File: src/prov_pkg.sv
// ============================================================================
// prov_pkg
// Shared types and constants of the power resource owner voting block.
// ============================================================================
package prov_pkg;

    localparam int MAX_OWNERS_DEF = 8;
    localparam int OWNER_W        = 8;
    localparam int CFG_IDX_W      = 2;
    localparam int CFG_DATA_W     = 8;

    localparam logic [OWNER_W-1:0]   OWNER_NONE  = '1;
    localparam logic [CFG_IDX_W-1:0] CFG_RES_ID  = 2'd0;
    localparam logic [CFG_IDX_W-1:0] CFG_BACKEND = 2'd1;

    typedef enum logic [1:0] {
        OP_INIT    = 2'd0,
        OP_ACQUIRE = 2'd1,
        OP_RELEASE = 2'd2,
        OP_STATUS  = 2'd3
    } t_opcode;

    typedef enum logic [2:0] {
        RC_OK        = 3'd0,
        RC_BAD_OWNER = 3'd1,
        RC_NOT_INIT  = 3'd2,
        RC_NOT_FOUND = 3'd3,
        RC_ALREADY   = 3'd4,
        RC_FULL      = 3'd5,
        RC_BUSY      = 3'd6,
        RC_SWITCH    = 3'd7
    } t_result;

    typedef enum logic [1:0] {
        PS_OFF = 2'd0,
        PS_ON  = 2'd1,
        PS_ERR = 2'd2
    } t_power;

    typedef enum logic [1:0] {
        ST_IDLE,
        ST_SCAN,
        ST_FETCH,
        ST_MOVE
    } t_state;

    typedef struct packed {
        t_opcode            opcode;
        logic [7:0]         requested_id;
        logic [OWNER_W-1:0] owner_id;
        logic [3:0]         switch_error;
    } t_req;

    typedef struct packed {
        t_result    result_code;
        logic [3:0] error_detail;
        t_power     power_state;
        logic [3:0] owner_count;
        logic [3:0] rec_error;
    } t_rsp;

    typedef struct packed {
        logic [7:0] res_id;
        logic       backend;
    } t_cfg;

endpackage

File: src/prov_ram.sv
// ============================================================================
// prov_ram
// Generic single write port RAM with one registered read port.
// ============================================================================
module prov_ram #(
    parameter int WIDTH = 8,
    parameter int DEPTH = 8,
    localparam int AW = (DEPTH > 1) ? $clog2(DEPTH) : 1
) (
    input  logic             i_clk,
    input  logic             i_we,
    input  logic [AW-1:0]    i_waddr,
    input  logic [WIDTH-1:0] i_wdata,
    input  logic [AW-1:0]    i_raddr,
    output logic [WIDTH-1:0] o_rdata
);

    logic [WIDTH-1:0] r_mem [DEPTH];
    logic [WIDTH-1:0] r_rdata;

    always_ff @(posedge i_clk) begin
        if (i_we) begin
            r_mem[i_waddr] <= i_wdata;
        end
        r_rdata <= r_mem[i_raddr];
    end

    assign o_rdata = r_rdata;

endmodule

File: src/prov_ctrl.sv
// ============================================================================
// prov_ctrl
// Request sequencer: checks, owner table scan with one comparator, update.
// ============================================================================
module prov_ctrl #(
    parameter int MAX_OWNERS = prov_pkg::MAX_OWNERS_DEF,
    localparam int AW = (MAX_OWNERS > 1) ? $clog2(MAX_OWNERS) : 1,
    localparam int CW = $clog2(MAX_OWNERS + 1)
) (
    input  logic                         i_clk,
    input  logic                         i_rst_n,
    input  logic                         i_start,
    input  prov_pkg::t_req               i_req,
    input  prov_pkg::t_cfg               i_cfg,
    input  logic [prov_pkg::OWNER_W-1:0] i_rd_data,
    output logic                         o_busy,
    output logic                         o_done,
    output prov_pkg::t_rsp               o_rsp,
    output logic                         o_ram_we,
    output logic [AW-1:0]                o_ram_waddr,
    output logic [prov_pkg::OWNER_W-1:0] o_ram_wdata,
    output logic [AW-1:0]                o_ram_raddr
);

    import prov_pkg::*;

    t_state        r_state, n_state;
    logic          r_init, n_init;
    t_power        r_pwr, n_pwr;
    logic [CW-1:0] r_count, n_count;
    logic [3:0]    r_rec, n_rec;
    t_req          r_req, n_req;
    logic [CW-1:0] r_idx, n_idx;
    logic          r_pend, n_pend;
    logic [AW-1:0] r_pend_idx, n_pend_idx;
    logic [AW-1:0] r_slot, n_slot;
    logic          r_done, n_done;
    t_rsp          r_rsp, n_rsp;

    logic          fin;
    t_result       rc;
    logic [3:0]    det;
    logic          exists;
    logic          hit;
    logic [CW-1:0] cnt_m1;

    assign exists = i_cfg.backend && (i_req.requested_id == i_cfg.res_id);
    assign hit    = r_pend && (i_rd_data == r_req.owner_id);
    assign cnt_m1 = r_count - CW'(1);

    always_ff @(posedge i_clk) begin
        if (!i_rst_n) begin
            r_state <= ST_IDLE;
            r_init  <= 1'b0;
            r_pwr   <= PS_OFF;
            r_count <= '0;
            r_rec   <= '0;
            r_idx   <= '0;
            r_pend  <= 1'b0;
            r_done  <= 1'b0;
        end else begin
            r_state <= n_state;
            r_init  <= n_init;
            r_pwr   <= n_pwr;
            r_count <= n_count;
            r_rec   <= n_rec;
            r_idx   <= n_idx;
            r_pend  <= n_pend;
            r_done  <= n_done;
        end
    end

    always_ff @(posedge i_clk) begin
        r_req      <= n_req;
        r_pend_idx <= n_pend_idx;
        r_slot     <= n_slot;
        r_rsp      <= n_rsp;
    end

    always_comb begin
        n_state     = r_state;
        n_init      = r_init;
        n_pwr       = r_pwr;
        n_count     = r_count;
        n_rec       = r_rec;
        n_req       = r_req;
        n_idx       = r_idx;
        n_pend      = r_pend;
        n_pend_idx  = r_pend_idx;
        n_slot      = r_slot;
        n_done      = 1'b0;
        n_rsp       = r_rsp;
        fin         = 1'b0;
        rc          = RC_OK;
        det         = '0;
        o_ram_we    = 1'b0;
        o_ram_waddr = r_count[AW-1:0];
        o_ram_wdata = r_req.owner_id;
        o_ram_raddr = r_idx[AW-1:0];

        case (r_state)
            ST_IDLE: begin
                if (i_start) begin
                    n_req = i_req;
                    case (i_req.opcode)
                        OP_INIT: begin
                            fin = 1'b1;
                            if (r_init) begin
                                rc = RC_ALREADY;
                            end else if (i_cfg.backend) begin
                                n_count = '0;
                                n_rec   = '0;
                                if (i_req.switch_error != 4'd0) begin
                                    n_pwr = PS_ERR;
                                    n_rec = i_req.switch_error;
                                    rc    = RC_SWITCH;
                                    det   = i_req.switch_error;
                                end else begin
                                    n_pwr  = PS_OFF;
                                    n_init = 1'b1;
                                end
                            end else begin
                                n_init = 1'b1;
                            end
                        end
                        OP_STATUS: begin
                            fin = 1'b1;
                            if (!r_init) begin
                                rc = RC_NOT_INIT;
                            end else if (!exists) begin
                                rc = RC_NOT_FOUND;
                            end
                        end
                        OP_ACQUIRE, OP_RELEASE: begin
                            if (i_req.owner_id == OWNER_NONE) begin
                                fin = 1'b1;
                                rc  = RC_BAD_OWNER;
                            end else if (!r_init) begin
                                fin = 1'b1;
                                rc  = RC_NOT_INIT;
                            end else if (!exists) begin
                                fin = 1'b1;
                                rc  = RC_NOT_FOUND;
                            end else if (i_req.opcode == OP_RELEASE && r_count == '0) begin
                                fin = 1'b1;
                                rc  = RC_ALREADY;
                            end else begin
                                n_state = ST_SCAN;
                                n_idx   = '0;
                                n_pend  = 1'b0;
                            end
                        end
                        default: begin
                            fin = 1'b1;
                        end
                    endcase
                end
            end

            ST_SCAN: begin
                if (hit) begin
                    n_pend = 1'b0;
                    if (r_req.opcode == OP_ACQUIRE) begin
                        fin = 1'b1;
                        rc  = RC_ALREADY;
                    end else if (r_count == CW'(1)) begin
                        fin = 1'b1;
                        if (r_req.switch_error != 4'd0) begin
                            n_pwr = PS_ERR;
                            n_rec = r_req.switch_error;
                            rc    = RC_SWITCH;
                            det   = r_req.switch_error;
                        end else begin
                            n_pwr   = PS_OFF;
                            n_rec   = '0;
                            n_count = '0;
                        end
                    end else begin
                        n_slot  = r_pend_idx;
                        n_state = ST_FETCH;
                    end
                end else if (r_idx < r_count) begin
                    n_pend     = 1'b1;
                    n_pend_idx = r_idx[AW-1:0];
                    n_idx      = r_idx + CW'(1);
                end else if (r_pend) begin
                    n_pend = 1'b0;
                end else begin
                    // owner absent from the table
                    fin = 1'b1;
                    if (r_req.opcode == OP_RELEASE) begin
                        rc = RC_NOT_FOUND;
                    end else if (r_count == CW'(MAX_OWNERS)) begin
                        rc = RC_FULL;
                    end else if (r_pwr == PS_ERR && r_count != '0) begin
                        if (r_rec != 4'd0) begin
                            rc  = RC_SWITCH;
                            det = r_rec;
                        end else begin
                            rc = RC_BUSY;
                        end
                    end else if (r_count == '0 && r_req.switch_error != 4'd0) begin
                        n_pwr = PS_ERR;
                        n_rec = r_req.switch_error;
                        rc    = RC_SWITCH;
                        det   = r_req.switch_error;
                    end else begin
                        if (r_count == '0) begin
                            n_pwr = PS_ON;
                            n_rec = '0;
                        end
                        o_ram_we = 1'b1;
                        n_count  = r_count + CW'(1);
                    end
                end
            end

            ST_FETCH: begin
                o_ram_raddr = cnt_m1[AW-1:0];
                n_state     = ST_MOVE;
            end

            ST_MOVE: begin
                // last owner moves into the freed slot
                o_ram_we    = 1'b1;
                o_ram_waddr = r_slot;
                o_ram_wdata = i_rd_data;
                n_count     = cnt_m1;
                fin         = 1'b1;
            end

            default: begin
                n_state = ST_IDLE;
            end
        endcase

        if (fin) begin
            n_state           = ST_IDLE;
            n_done            = 1'b1;
            n_rsp.result_code = rc;
            n_rsp.error_detail = det;
            n_rsp.power_state = n_pwr;
            n_rsp.owner_count = 4'(n_count);
            n_rsp.rec_error   = n_rec;
        end
    end

    assign o_busy = (r_state != ST_IDLE);
    assign o_done = r_done;
    assign o_rsp  = r_rsp;

endmodule

File: src/power_resource_owner_voting.sv
// ============================================================================
// power_resource_owner_voting
// Reference counted owner set of one switchable power resource.
// ============================================================================
// A request is taken when start is high and busy is low; its single result
// shows on o_rsp with o_done high for exactly one cycle, one cycle after the
// request's work ends, and must be taken then. Init and status query finish in
// the idle state. Acquire and release walk the owner table with one comparator,
// reading one entry per cycle from the table RAM; a release that leaves other
// owners then reads the last owner and moves it into the freed slot. busy is
// low again in the cycle the result is shown, so the next request may be given
// then.
module power_resource_owner_voting #(
    parameter int MAX_OWNERS = prov_pkg::MAX_OWNERS_DEF
) (
    input  logic                           i_clk,
    input  logic                           i_rst_n,
    input  logic                           start,
    output logic                           busy,
    input  prov_pkg::t_req                 i_req,
    output logic                           o_done,
    output prov_pkg::t_rsp                 o_rsp,
    input  logic                           i_cfg_we,
    input  logic [prov_pkg::CFG_IDX_W-1:0] i_cfg_idx,
    input  logic [prov_pkg::CFG_DATA_W-1:0] i_cfg_data
);

    import prov_pkg::*;

    localparam int AW = (MAX_OWNERS > 1) ? $clog2(MAX_OWNERS) : 1;

    logic [7:0]         r_res_id;
    logic               r_backend;
    t_cfg               cfg;
    logic               ram_we;
    logic [AW-1:0]      ram_waddr;
    logic [OWNER_W-1:0] ram_wdata;
    logic [AW-1:0]      ram_raddr;
    logic [OWNER_W-1:0] ram_rdata;

    always_ff @(posedge i_clk) begin
        if (!i_rst_n) begin
            r_res_id  <= '0;
            r_backend <= 1'b1;
        end else if (i_cfg_we) begin
            case (i_cfg_idx)
                CFG_RES_ID:  r_res_id  <= i_cfg_data[7:0];
                CFG_BACKEND: r_backend <= i_cfg_data[0];
                default: begin
                end
            endcase
        end
    end

    assign cfg.res_id  = r_res_id;
    assign cfg.backend = r_backend;

    prov_ctrl #(
        .MAX_OWNERS(MAX_OWNERS)
    ) u_ctrl (
        .i_clk      (i_clk),
        .i_rst_n    (i_rst_n),
        .i_start    (start),
        .i_req      (i_req),
        .i_cfg      (cfg),
        .i_rd_data  (ram_rdata),
        .o_busy     (busy),
        .o_done     (o_done),
        .o_rsp      (o_rsp),
        .o_ram_we   (ram_we),
        .o_ram_waddr(ram_waddr),
        .o_ram_wdata(ram_wdata),
        .o_ram_raddr(ram_raddr)
    );

    prov_ram #(
        .WIDTH(OWNER_W),
        .DEPTH(MAX_OWNERS)
    ) u_table (
        .i_clk  (i_clk),
        .i_we   (ram_we),
        .i_waddr(ram_waddr),
        .i_wdata(ram_wdata),
        .i_raddr(ram_raddr),
        .o_rdata(ram_rdata)
    );

endmodule

File: config.mk
export PLATFORM = sky130hd
export DESIGN_NAME = power_resource_owner_voting
export DESIGN_NICKNAME = d
export VERILOG_FILES = /design/src/prov_pkg.sv /design/src/prov_ram.sv /design/src/prov_ctrl.sv /design/src/power_resource_owner_voting.sv
export SDC_FILE = /design/constraint.sdc
export NUM_CORES = 1
export LEC_CHECK = 0
export BUFFER_PORTS_ARGS = -buffer_cell sky130_fd_sc_hd__buf_2
export CAP_MARGIN = 25
export CORE_ASPECT_RATIO = 1.25
export CORE_MARGIN = 5
export CORE_UTILIZATION = 60
export CTS_CLUSTER_SIZE = 12
export DETAILED_ROUTE_END_ITERATION = 6
export PLACE_DENSITY_LB_ADDON = 0.3
export SLEW_MARGIN = 40
export SYNTH_ARGS = -nofsm -noshare
export SYNTH_HDL_FRONTEND = slang
export SYNTH_HIERARCHICAL = 1
export SYNTH_SLANG_ARGS = --single-unit
File: constraint.sdc
create_clock -name i_clk -period 3.1 [get_ports i_clk]
set_input_delay 0.93 -clock i_clk [delete_from_list [all_inputs] [get_ports i_clk]]
set_output_delay 0.93 -clock i_clk [all_outputs]
set_load 0.1 [all_outputs]
# After elaboration in Yosys (flattened, before gate mapping)
# Memory sizes are Yosys's and may differ from the RTL's. A register that Yosys moved wholly into a read port is not among the register bits.
# Cells that the tools add are included.
totals:
  ff_bits: 65
  mem_bits_rw: 64
  output_inout_bits: 19
  wordCells: 227
  memories: 1
classes:
  add_sub_neg: 3
  magnitude_cmp: 1
  n_eq_ne: 26
  mux: 144
  bitwise_logic: 4
  reduce_logical: 28
mem_list:
  columns: ["memory", "words", "word_bits", "rd", "rd_ports_with_merged_regs", "wr", "line", "source"]
  rows:
  - ["u_table.r_mem", 8, 8, 1, 1, 1, "prov_ram.sv:18", "logic [WIDTH-1:0] r_mem [DEPTH];"]
op_table:
  columns: ["cell", "count"]
  rows:
  - ["$mux 4", 52]
  - ["$mux 3", 21]
  - ["$mux 2", 26]
  - ["$mux 1", 32]
  - ["$pmux 4 s2", 3]
  - ["$eq 8x8->1", 2]
  - ["$reduce_bool 4->1", 4]
  - ["$eq 2x2->1 const B", 6]
  - ["$ne 2x2->1 const B", 6]
  - ["$pmux 4 s3", 1]
  - ["$ne 2x1->1 const B", 5]
  - ["$reduce_and 10->1", 1]
  - ["$pmux 3 s3", 1]
  - ["$reduce_and 9->1", 1]
  - ["$add 4x1->4 const B", 2]
  - ["$eq 2x1->1 const B", 4]
  - ["$eq 8x8->1 const B", 1]
  - ["$mux 8", 1]
  - ["$reduce_and 7->1", 1]
  - ["$logic_not 2->1", 3]
  - ["$pmux 1 s2", 3]
  - ["$pmux 2 s3", 1]
  - ["$pmux 3 s2", 1]
  - ["$reduce_and 2->1", 3]
  - ["other kinds (14)", 25]

# Depth between registers and ports, before layout
logic_depth:
  word_depth: 12
  mapped_depth: 9

# Cells and area by module
# Netlist, hierarchy kept.
by_module_without_submodules:
  columns: ["module", "instances", "cells_per_inst", "area_per_inst_um2"]
  rows:
  - ["prov_ctrl", 1, 334, 3360.7]
  - ["prov_ram", 1, 114, 2691.3]
  - ["power_resource_owner_voting", 1, 41, 389.1]

# Worst setup path before layout
# OpenSTA, ideal clock, no wires.
synth_timing:
  kind: "reg-to-reg"
  from: "register u_ctrl.r_count[0]"
  to: "memory u_table.r_mem[0][0], enable pin"
  setup_ns: 0.383
  arrival_ns: 2.420
  t_required_ns: 2.717
  setup_slack_ns: 0.296
  stages_incl_launch_ff: 9
  synth_period_minus_slack_ns: 2.804
  path_cell_list: "dfxtp_1 -> inv_1 -> ha_1 -> and3b_2 -> a2111oi_4 -> and3_1 -> a21o_1 -> nand2b_1 -> nor3_1"
synth_between:
  elab_chain_len: 12
  word_cells_on_any_way: 17
  classes_between: "order compare: 1; eq/ne: 1; mux: 11; reduce/logical: 4"
synth_lines:
  columns: ["item", "line", "source"]
  rows:
  - ["from (decl)", "prov_ctrl.sv:30", "logic [CW-1:0] r_count, n_count;"]
  - ["from (signal assigned)", "prov_ctrl.sv:65", "r_count <= n_count;"]
  - ["$logic_not 4->1", "prov_ctrl.sv:202", "end else if (r_count == '0 && r_req.switch_error != 4'd0) begin"]
  - ["$logic_and 1x1->1", "prov_ctrl.sv:202", null]
  - ["$mux 1", "prov_ctrl.sv:202", null]
  - ["$mux 1", "prov_ctrl.sv:195", "end else if (r_pwr == PS_ERR && r_count != '0) begin"]
  - ["$mux 1", "prov_ctrl.sv:193", "end else if (r_count == CW'(MAX_OWNERS)) begin"]
  - ["$mux 1", "prov_ctrl.sv:191", "if (r_req.opcode == OP_RELEASE) begin"]
  - ["$mux 1", "prov_ctrl.sv:186", "end else if (r_pend) begin"]
  - ["$mux 1 *", "prov_ctrl.sv:182", "end else if (r_idx < r_count) begin"]
  - ["$mux 1 *", "prov_ctrl.sv:161", "if (hit) begin"]
  - ["$pmux 1 s2 *", "prov_ctrl.sv:101", "case (r_state)"]
  - ["named net ram_we", "power_resource_owner_voting.sv:35", "logic ram_we;"]
  - ["$mux 1 *", "prov_ram.sv:22", "if (i_we) begin"]
  - ["$mux 1 (not written as such) *", "prov_ram.sv:23", "r_mem[i_waddr] <= i_wdata;"]
  - ["to (decl)", "prov_ram.sv:18", null]
# Mark *: on every way through the listed nets, which the timed path passes. The rest lies on a longest branch.

# Final worst setup path
layout_timing:
  from: "register u_ctrl.r_state[0]"
  to: "output busy"
layout_between:
  elab_chain_len: 1
layout_lines:
  columns: ["item", "line", "source"]
  rows:
  - ["from (decl)", "prov_ctrl.sv:27", "t_state r_state, n_state;"]
  - ["from (signal assigned)", "prov_ctrl.sv:62", "r_state <= n_state;"]
  - ["$reduce_bool 2->1", "prov_ctrl.sv:248", "assign o_busy = (r_state != ST_IDLE);"]
  - ["to (decl)", "power_resource_owner_voting.sv:19", "output logic busy,"]
# No other way between the ends.

==> summary.md <==
| Metric | Value |
|---|---|
| DP Area | `roughly 7000 um^2` |
| Final Max Tran Viols | `0` |
| Remaining Overflow, GRT | `0` |
| Slew @ Worst Pin | `roughly 0.67 ns` |
| Fin. Hold Viols | `0` |
| Maxcap violations | `0` |
| CP Launch Type | `flip-flop` |
| Num rows | `42` |
| Part of the cycle the worst path needs | `between 90 and 100%` |
| HPWL Detailed | `10320 um` |
| CP max stage delay | `about 0.46 ns` |
| Synth Warn # | `6` |
| Gr usage total | `a little under a quarter` |
| Synth Net Count | `around 540` |
| Run status | `finished, final reports clean` |
| Cell Chain, Critical Path | `inv_1 > ha_1 > clkinv_1 > buf_2` |
| CP Capture Type | `output port` |
| Distinct cell type count after synthesis | `73` |
| N_diodes | `0` |
| TritonRoute pass-1 iters | `5` |
| Resize count post-CTS | `0` |
| Worst Hold Class | `flip-flop to flip-flop` |
| Wire per inst | `20.39 um` |
| Clk root buf | `clkbuf_16` |
| H-tree depth | `4` |
| Crit path DAT | `roughly 1.9 ns` |
| Synthesized area per cell | `13.17 um^2` |
| Clock Latency Late Sink | `around 0.42 ns` |
| Commonest non-fill, non-tap cells in the layout | `101 x edfxtp_1, 54 x buf_2, 44 x nand2_1` |
| Primary FF master, synth | `edfxtp_1` |
| Io pins | `between 50 and 60` |
| Post-CTS Setup Bufs | `0` |
| RSZ-0062 raised after global routing | `false` |
| Final min period | `2.820 ns` |
| Antenna violations before repair | `0` |
| Pin count of the biggest net entering global routing | `31` |
| Clk sinks | `137` |
| First-pass GRT wire length | `around 23000 um` |
| Area grow syn2layout | `17.58%` |
| Mapped Area | `6441 um^2` |
| Leakage | `approximately 2.8 nW` |
| Final RePlAce weighted congestion | `around 0.96` |
| Synth area leaders | `edfxtp_1 47%, dfxtp_1 11%, mux4_1 6.1%, ha_1 3.1%, mux2_2 3.0%` |
| Avg Vias per Cell | `6.168` |
| Register bit count reported by yosys | `137` |
| Maximum vdd drop | `roughly 0.33 mV` |
| Ys async rst share | `0%` |
| Max Root-Sink Buffers | `2` |
| Core area | `10560 um^2` |
| Hold_buf cts | `0` |
| DR iter-0 viols | `approximately 330` |
| Rel. slew slack | `54.74%` |
| Peak Freq | `between 0.3 and 0.4 GHz` |
| Leading area contributor after synthesis | `edfxtp_1` |
| Die height | `roughly 130 um` |
| DRC | `0` |
| Critical Path Fanout Max | `8` |
| CTS buffer count | `17` |
| Worst clock skew | `0.008730 ns` |
| Design area | `7574 um^2` |
| Nets | `approximately 630` |
| CTS tree | `built` |
| Post-synth EDFFs | `101` |
| Synth Instances | `roughly 490` |
| Register area share after synthesis | `approximately three fifths` |
| Required @ worst endpoint | `~2.2 ns` |
| TNS Setup | `0 ns` |
| Commonest non-fill, non-tap cell in the layout | `edfxtp_1` |
| WS Path Type | `flip-flop to output port` |
| Routed Antenna Nets | `0` |
| Final setup fails | `0` |
| Post-synth top area share | `47.09%` |
| Vias | `around 4400` |
| IO buf count | `54` |
| Full die area | `12920 um^2` |
| Power Density | `about 550 nW/um^2` |
| Starting Density | `approximately 60%` |
| Number of global-route vias before repair | `between 4000 and 5000` |
| Fraction of layout cells with a size suffix above 1 | `between 20% and 30%` |
| CP max-delay cell | `buf_2` |
| Routed WL | `between 10000 and 15000 um` |
| Clk slew on worst S/H paths | `0.06 ns` |
| Horiz. Die Dim | `roughly 100 um` |
-- final cells by class --
| class | count | area (um^2) |
|---|---|---|
| sequential | 137 | 3754 |
| fill | 712 | 2989 |
| multi-input combinational | 314 | 2495 |
| timing repair buffer | 85 | 515.5 |
| clock buffer | 21 | 470.5 |
| tap | 132 | 165.2 |
| clock inverter | 11 | 95.09 |
| inverter | 21 | 78.83 |
-- metrics by stage --
| step | setup slack, ns | util (%) | hold WS [ns] | total power [W] | std cells |
|---|---|---|---|---|---|
| final | 0.2798 | 71.70 | 0.4177 | 0.004187 | 721 |
| after global routing | 0.1602 | 71.70 | 0.4312 | 0.004340 | 721 |
| after CTS | 0.2633 | 71.64 | 0.4193 | 0.004204 | 721 |
| after detailed placement | 0.2505 | 66.29 | 0.4123 | 0.002316 | 689 |
| after global placement | 0.3308 | 66.29 | 0.4017 | 0.002311 | 689 |
| after floorplan | 0.2963 | - | 0.4003 | 0.002237 | 489 |
-- metal layers --
metal / global-route usage (%) / vias up / routed length [um]
li1: - / 2058 / -
met1: 28.45 / 2165 / 5747
met2: 40.04 / 193 / 7658
met3: 5.918 / 31 / 968
met4: 9.575 / 0 / 325
met5: 0 / - / 0
-- where the power goes --
group / switching (W) / internal (W) / leakage [nW]
sequential: 0.0000186 / 0.00200 / 1.24
combinational: 0.000191 / 0.0000763 / 1.33
clock: 0.000744 / 0.00116 / 0.265
-- Yosys cell counts, types with 2 or more instances --
library cell	n
nand3_1	11
nand4b_1	2
o22ai_1	4
a211o_1	3
a31oi_1	8
or2_1	2
a21oi_1	19
a32o_1	2
o21a_1	3
buf_2	2
mux2_2	17
nand2b_1	8
or4_1	2
xnor2_1	17
nor3_1	9
nor2_1	27
mux4_1	15
a211oi_1	2
o31ai_1	4
buf_6	4
a221o_1	2
and2_1	7
inv_1	19
o21ai_0	18
nor3b_1	5
nand4_1	4
edfxtp_1	101
o21ai_1	2
buf_4	2
buf_1	2
o211ai_1	4
clkinv_1	2
a21o_1	2
and3b_2	2
ha_1	16
clkbuf_1	6
a22o_1	2
dfxtp_1	36
nand2_1	44
a41o_1	2
nor2b_1	2
mux2i_1	12
a22oi_1	3
nor4_1	4
-- critical path, delay by kind of cell (launching register included) --
kind / cells / cell delay (ns)
flops: 1 / 0.39
fa+ha+maj: 1 / 0.30
buf+inv: 3 / 0.77
-- worst paths after layout --
check / end / depth (start not counted) / slack, ns / startpoint
worst min-delay path: u_ctrl/r_slot[2] / 0 / 0.42 / u_ctrl/r_pend_idx[2]
worst max register to register: u_table/r_mem[0][3] / 9 / 0.43 / u_ctrl/r_count[2]
worst max-delay path: busy / 4 / 0.28 / u_ctrl/r_state[0]
worst min register to register: u_ctrl/r_slot[2] / 0 / 0.42 / u_ctrl/r_pend_idx[2]
-- flip-flops by register name (all words and copies together) (netlist names) --
| signal | flops |
|---|---|
| u_ctrl/r_init | 1 |
| u_ctrl/r_pend_idx | 3 |
| r_backend | 1 |
| u_table/o_rdata | 8 |
| u_ctrl/r_count | 4 |
| u_ctrl/o_done | 1 |
| u_ctrl/r_idx | 4 |
| u_ctrl/r_pwr | 2 |
| u_table/r_mem | 64 |
| u_ctrl/r_req | 14 |
| u_ctrl/r_state | 2 |
| u_ctrl/o_rsp | 17 |
| u_ctrl/r_pend | 1 |
| u_ctrl/r_slot | 3 |
| u_ctrl/r_rec | 4 |
| r_res_id | 8 |
-- kinds of logic after synthesis --
| group | synth area share [%] |
|---|---|
| AND/OR/NAND/NOR | 11.95 |
| buffers and inverters | 3.089 |
| AO/OA/AOI/OAI | 9.965 |
| XOR/XNOR | 2.312 |
| multiplexers | 11.31 |
| flip-flops | 58.28 |
| adder cells (fa/ha/maj) | 3.108 |
(Power assumes the default switching activity.)
